[config.mk]
export PLATFORM = sky130hd
export DESIGN_NAME = calendar_date_compare
export DESIGN_NICKNAME = d
export VERILOG_FILES = /design/src/hw/rtl/cdcmp_pkg.sv /design/src/hw/rtl/calendar_date_compare.sv
export SDC_FILE = /design/constraint.sdc
export NUM_CORES = 1
export LEC_CHECK = 0
export BUFFER_PORTS_ARGS = -buffer_cell sky130_fd_sc_hd__buf_2
export CAP_MARGIN = 20
export CELL_PAD_IN_SITES_DETAIL_PLACEMENT = 0
export CELL_PAD_IN_SITES_GLOBAL_PLACEMENT = 1
export CORE_ASPECT_RATIO = 1.4
export CORE_MARGIN = 2
export CORE_UTILIZATION = 44
export DETAILED_ROUTE_END_ITERATION = 12
export PLACE_DENSITY_LB_ADDON = 0.05
export SYNTH_ARGS = -nofsm -noshare
export SYNTH_HDL_FRONTEND = slang
export SYNTH_SLANG_ARGS = --single-unit
[constraint.sdc]
create_clock -name clk_i -period 5.56 [get_ports clk_i]
set_input_delay 0.834 -clock clk_i [delete_from_list [all_inputs] [get_ports clk_i]]
set_output_delay 0.834 -clock clk_i [all_outputs]
set_load 0.02 [all_outputs]
[src/hw/rtl/cdcmp_pkg.sv]
// Types, codes and date arithmetic for the calendar date comparator.
package cdcmp_pkg;

  localparam int unsigned YearW   = 14;
  localparam int unsigned MonthW  = 4;
  localparam int unsigned DayW    = 5;
  localparam int unsigned HourW   = 5;
  localparam int unsigned MinuteW = 6;
  localparam int unsigned SecondW = 6;
  localparam int unsigned DoyW    = 9;
  localparam int unsigned SodW    = 17;
  localparam int unsigned OrderW  = 2;

  // Multiplicative inverse of 25 modulo 2**14; a year is a multiple of 25
  // exactly when year * Inv25 (mod 2**14) does not exceed Div25Max.
  localparam logic [YearW-1:0] Inv25    = 14'd7209;
  localparam logic [YearW-1:0] Div25Max = 14'(((1 << YearW) - 1) / 25);

  // Order codes
  typedef enum logic [OrderW-1:0] {
    ORD_EARLIER = 2'd0,
    ORD_EQUAL   = 2'd1,
    ORD_LATER   = 2'd2
  } order_e;

  // One broken-down timestamp
  typedef struct packed {
    logic [YearW-1:0]   year;
    logic [MonthW-1:0]  month;
    logic [DayW-1:0]    day;
    logic [HourW-1:0]   hour;
    logic [MinuteW-1:0] minute;
    logic [SecondW-1:0] second;
  } date_t;

  // Derived values of one timestamp
  typedef struct packed {
    logic [DoyW-1:0] doy;
    logic [SodW-1:0] sod;
    logic            ok;
  } date_info_t;

  // Gregorian leap rule without a divider
  function automatic logic is_leap(input logic [YearW-1:0] y);
    logic [2*YearW-1:0] prod;
    logic               div25;
    begin
      prod  = (2*YearW)'(y) * (2*YearW)'(Inv25);
      div25 = (prod[YearW-1:0] <= Div25Max);
      // century years must also be multiples of 400, i.e. of 16
      is_leap = (y[1:0] == 2'b00) && (!div25 || (y[3:0] == 4'b0000));
    end
  endfunction

  // Days in all months before m in a common year; code 0 counts as month 1, codes 13, 14 and 15 give 365, 364 and 363
  function automatic logic [DoyW-1:0] days_before(input logic [MonthW-1:0] m);
    begin
      unique case (m)
        4'd0, 4'd1: days_before = 9'd0;
        4'd2:       days_before = 9'd31;
        4'd3:       days_before = 9'd59;
        4'd4:       days_before = 9'd90;
        4'd5:       days_before = 9'd120;
        4'd6:       days_before = 9'd151;
        4'd7:       days_before = 9'd181;
        4'd8:       days_before = 9'd212;
        4'd9:       days_before = 9'd243;
        4'd10:      days_before = 9'd273;
        4'd11:      days_before = 9'd304;
        4'd12:      days_before = 9'd334;
        4'd13:      days_before = 9'd365;
        4'd14:      days_before = 9'd364;
        default:    days_before = 9'd363;
      endcase
    end
  endfunction

  // Length of month m; zero for codes that name no month
  function automatic logic [DayW-1:0] month_len(input logic [MonthW-1:0] m,
                                                input logic leap);
    begin
      unique case (m)
        4'd1, 4'd3, 4'd5, 4'd7, 4'd8, 4'd10, 4'd12: month_len = 5'd31;
        4'd4, 4'd6, 4'd9, 4'd11:                    month_len = 5'd30;
        4'd2:    month_len = leap ? 5'd29 : 5'd28;
        default: month_len = 5'd0;
      endcase
    end
  endfunction

  // Day of year, second of day and range check of one timestamp
  function automatic date_info_t date_eval(input date_t dt);
    date_info_t      r;
    logic            leap;
    logic [DoyW-1:0] day_off;
    logic [DoyW-1:0] leap_adj;
    logic [DayW-1:0] len;
    begin
      leap     = is_leap(dt.year);
      day_off  = (dt.day != '0) ? DoyW'(dt.day - 5'd1) : '0;
      leap_adj = (leap && dt.month >= 4'd3) ? 9'd1 : 9'd0;
      r.doy    = 9'd1 + days_before(dt.month) + leap_adj + day_off;
      r.sod    = SodW'(dt.hour) * 17'd3600 + SodW'(dt.minute) * 17'd60
               + SodW'(dt.second);
      len      = month_len(dt.month, leap);
      // month codes without a length give len zero, failing the day check
      r.ok     = (dt.day != '0) && (dt.day <= len) && (dt.hour < 5'd24)
               && (dt.minute < 6'd60) && (dt.second <= 6'd61);
      date_eval = r;
    end
  endfunction

endpackage

[src/hw/rtl/calendar_date_compare.sv]
// Top level of the calendar date comparator: input stage, evaluation, result stage.
//
// Compares two Gregorian timestamps and reports, for each, the 1-based day of
// year, the second of day and a range check, plus the order of the two dates
// (by year, then day of year, then second of day; computed whatever the range
// check says). One word is taken per cycle while the input does not stall;
// an accepted word is held in the input register, and its result is
// registered in the result register after one pass of date arithmetic. While
// a finished result waits, an empty input register still takes one more word,
// and the input stalls after that until the result is taken.
module calendar_date_compare
  import cdcmp_pkg::*;
(
  input  logic                clk_i,
  input  logic                rst_ni,
  // input channel
  input  logic                in_valid_i,
  output logic                in_stall_o,
  input  logic [YearW-1:0]    year_a_i,
  input  logic [MonthW-1:0]   month_a_i,
  input  logic [DayW-1:0]     day_a_i,
  input  logic [HourW-1:0]    hour_a_i,
  input  logic [MinuteW-1:0]  minute_a_i,
  input  logic [SecondW-1:0]  second_a_i,
  input  logic [YearW-1:0]    year_b_i,
  input  logic [MonthW-1:0]   month_b_i,
  input  logic [DayW-1:0]     day_b_i,
  input  logic [HourW-1:0]    hour_b_i,
  input  logic [MinuteW-1:0]  minute_b_i,
  input  logic [SecondW-1:0]  second_b_i,
  // result channel
  output logic                out_valid_o,
  input  logic                out_stall_i,
  output logic [OrderW-1:0]   order_o,
  output logic [DoyW-1:0]     day_of_year_a_o,
  output logic [SodW-1:0]     second_of_day_a_o,
  output logic                valid_a_o,
  output logic [DoyW-1:0]     day_of_year_b_o,
  output logic [SodW-1:0]     second_of_day_b_o,
  output logic                valid_b_o
);

  logic       in_valid_q;
  date_t      date_a_q, date_b_q;
  logic       out_valid_q;
  order_e     order_d, order_q;
  date_info_t info_a_d, info_a_q, info_b_d, info_b_q;
  logic       out_adv, in_adv;

  // Advance each stage when it is empty or its word moves on
  assign out_adv    = !out_valid_q || !out_stall_i;
  assign in_adv     = !in_valid_q || out_adv;
  assign in_stall_o = !in_adv;

  // Hold the accepted word
  always_ff @(posedge clk_i or negedge rst_ni) begin
    if (!rst_ni) begin
      in_valid_q <= 1'b0;
    end else if (in_adv) begin
      in_valid_q <= in_valid_i;
    end
  end

  always_ff @(posedge clk_i) begin
    if (in_adv && in_valid_i) begin
      date_a_q <= '{year: year_a_i, month: month_a_i, day: day_a_i,
                    hour: hour_a_i, minute: minute_a_i, second: second_a_i};
      date_b_q <= '{year: year_b_i, month: month_b_i, day: day_b_i,
                    hour: hour_b_i, minute: minute_b_i, second: second_b_i};
    end
  end

  // Evaluate both dates and order them
  always_comb begin
    info_a_d = date_eval(date_a_q);
    info_b_d = date_eval(date_b_q);
    priority if (date_a_q.year != date_b_q.year) begin
      order_d = (date_a_q.year < date_b_q.year) ? ORD_EARLIER : ORD_LATER;
    end else if (info_a_d.doy != info_b_d.doy) begin
      order_d = (info_a_d.doy < info_b_d.doy) ? ORD_EARLIER : ORD_LATER;
    end else if (info_a_d.sod != info_b_d.sod) begin
      order_d = (info_a_d.sod < info_b_d.sod) ? ORD_EARLIER : ORD_LATER;
    end else begin
      order_d = ORD_EQUAL;
    end
  end

  // Hold the result until it is taken
  always_ff @(posedge clk_i or negedge rst_ni) begin
    if (!rst_ni) begin
      out_valid_q <= 1'b0;
    end else if (out_adv) begin
      out_valid_q <= in_valid_q;
    end
  end

  always_ff @(posedge clk_i) begin
    if (out_adv && in_valid_q) begin
      order_q  <= order_d;
      info_a_q <= info_a_d;
      info_b_q <= info_b_d;
    end
  end

  assign out_valid_o       = out_valid_q;
  assign order_o           = order_q;
  assign day_of_year_a_o   = info_a_q.doy;
  assign second_of_day_a_o = info_a_q.sod;
  assign valid_a_o         = info_a_q.ok;
  assign day_of_year_b_o   = info_b_q.doy;
  assign second_of_day_b_o = info_b_q.sod;
  assign valid_b_o         = info_b_q.ok;

endmodule
==> out/qor.yml <==
setup_viol: 2
maxCapViolCount: 0
drc_errors: 0
synthArstFlopShare_pct: 1.28
clkSlewWorstSetupHoldPaths_ns: 0.07
synthesis.area_sq_um: 13100
fmax_mhz: 165
cts_root_buf: "clkbuf_16"
status: "finished with violations"
viasPerCell: 4.93
synthesis.nets: 1589
fin_cells: 1847
final_net_count: 1876
final.fill_count: 2655
io_buffers: 141
worstSetupPathType: "flip-flop to flip-flop"
h-tree-depth: 4
cpMaxStageDelayCell: "fa_1"
cts_buffers: 17
end_kind: "flip-flop"
max-slew-margin-rel_pct: 42.5
rsz0062_at_grt: "true"
synth-warning-count: 0
r2r_setup_slack_ns: -0.50
ys_ff_latch: 156
synthFlopType: "edfxtp_1"
cts_hold_buf: 0
cts_tree: "done"
final_core_util_pct: 54.9
final.setup.worst_slack_ns: -0.495
drive_above_1_share_pct: 25.1
clock-sinks: 156
crit_start: "date_a_q[26]"
routed-wl-met3_um: 1020
clk_latency_ns: 0.46
final_area_sq_um: 16100
drv_slew: 0
grt_max_degree: 62
topRoutingLayerUsed: "met5"
hp-class: "input port to asynchronous set/reset pin"
drt_wl_total_um: 28400
clock_skew_ns: 0.0113
cp_max_fo: 5
die_h_um: 208
ys_seq_area_share_pct: 34.4
rows: 74
hold_viol_final: 0
coreArea_sq_um: 29300
vias: 9099
cp.arrival_ns: 6.27
cts_buffer_depth: 2
critPathRequiredTime_ns: 5.77
first_pass_iters: 4
r2r-end: "order_o[1]"
wl_per_cell_um: 15.3
track_usage_pct: 19.4
layout_min_cycle_time_ns: 6.06
placed_cell_area_sq_um: 15200
p_leak_nw: 7.90
r2r_cells: 29
power_density_nw_per_um2: 440
antenna_found_initial: 3
die_w_um: 150
wl_met1_um: 11100
ioPinCount: 142
tns_ns: -0.872
routabilityCongestion: 0.852
r2r-start: "date_a_q[26]"
vdd_ir_drop_max_v: 0.000232
start_util_pct: 44.7
synthDistinctLibCells: 61
worst_pin_slew_ns: 0.863
synthCells: 1165
critPathCapture: "order_o[1]"
period_share_pct: 109
dr_wl_met2_um: 15200
syn_area_per_cell_sq_um: 11.2
violations: "setup timing"
synth_edf_count: 136
place_inst: 1803
dieArea_sq_um: 31100
grt_pass1_wl_um: 46200
hpwl_um: 23800
grt_pass1_vias: 9531
max_stage_delay_ns: 0.62
cp-start-kind: "flip-flop"
syn_to_final_growth_pct: 23.0
grt_remaining_overflow: 0
drt_iter0_drc: 341
ant_nets: 0
final cells by class:
class / instances / area, sq um / area share, %
clock inverters: 11 / 126 / 0.786
multi-input cells: 815 / 8090 / 50.3
inverters: 192 / 722 / 4.49
well taps: 380 / 475 / 2.96
clock buffers: 21 / 483 / 3.01
flip-flops and latches: 156 / 4490 / 28.0
repair buffers: 270 / 1680 / 10.4
diodes: 2 / 5.00 / 0.0311
per-stage QoR:
step | setup slack, ns | power (W) | hold slack (ns)
detailed placement | -0.701 | 0.00579 | 0.448
global placement | -0.545 | 0.00575 | 0.439
floorplan | -0.331 | 0.00447 | 0.426
CTS | -0.599 | 0.00714 | 0.129
finish | -0.495 | 0.00707 | 0.154
global route | -0.846 | 0.00772 | 0.136
layout by cell type (no fill, tap or decap), drive strengths merged, types with 26 or more instances in the layout:
| cell | Yosys | layout |
|---|---|---|
| xnor2 | 71 | 71 |
| edfxtp | 136 | 136 |
| fa | 54 | 54 |
| a21o | 35 | 35 |
| a21oi | 65 | 65 |
| xor2 | 26 | 26 |
| inv | 192 | 197 |
| nand2 | 34 | 34 |
| ha | 286 | 286 |
| nor2 | 43 | 43 |
| o21ai | 45 | 45 |
| buf | 1 | 270 |
power breakdown:
part	internal [W]	switching (W)
logic	0.00200	0.00216
clock network	0.000719	0.000504
registers	0.00159	0.0000947
total	0.00431	0.00276
how the worst min path moves through the flow:
stage	startpoint	to	slack (ns)	cells past startpoint
floorplan	date_a_q[0]	second_of_day_a_o[0]	0.43	0
global placement	date_b_q[1]	second_of_day_b_o[1]	0.44	0
detailed placement	date_a_q[0]	second_of_day_a_o[0]	0.45	0
CTS	rst_ni	in_valid_q	0.13	1
global route	rst_ni	in_valid_q	0.14	1
finish	rst_ni	in_valid_q	0.15	1
worst max-delay path: cells and delay by family, from the launching register on:
family	cells	cell delay (ns)
buffers and inverters	5	0.30
XOR/XNOR	2	0.28
AO/OA/AOI/OAI	8	1.23
adder cells (fa/ha/maj)	9	3.07
flip-flops	1	0.42
AND/OR/NAND/NOR	5	0.54
metal layers:
layer,vias up,GRT usage [%]
met1,4269,20.7
met2,136,36.2
li1,4637,-
met4,2,8.59
met3,55,3.99
met5,-,0
logic make-up after synthesis:
kind of cell	after synthesis	synth area share, %
xor+xnor	100	7.08
mux	16	1.58
flops	156	34.4
buf+inv	194	5.60
simple gates	151	5.78
fa+ha+maj	340	35.7
compound gates	208	9.92
Yosys cell counts (all sizes together), types with 8 or more instances:
cell	count	area (sq um)
nor3	13	65.1
nand2	34	128
a21o	35	263
dfxtp	18	360
a21oi	65	325
nor2	43	161
mux2i	10	116
nor2b	11	68.8
nand3	8	40.0
ha	286	3580
o21bai	12	90.1
fa	54	1080
inv	192	721
edfxtp	136	4080
nand4	9	56.3
o21a	16	120
nand2b	10	62.6
xnor2	71	629
o21ai	45	225
xor2	26	228
repair_timing:
item	4_1_cts	5_1_grt
setup endpoints to repair	2	9
pin swaps	16	23
buffers inserted	13	3
gates resized for setup	13	23
Note: power is estimated with default switching activity, not from simulation.
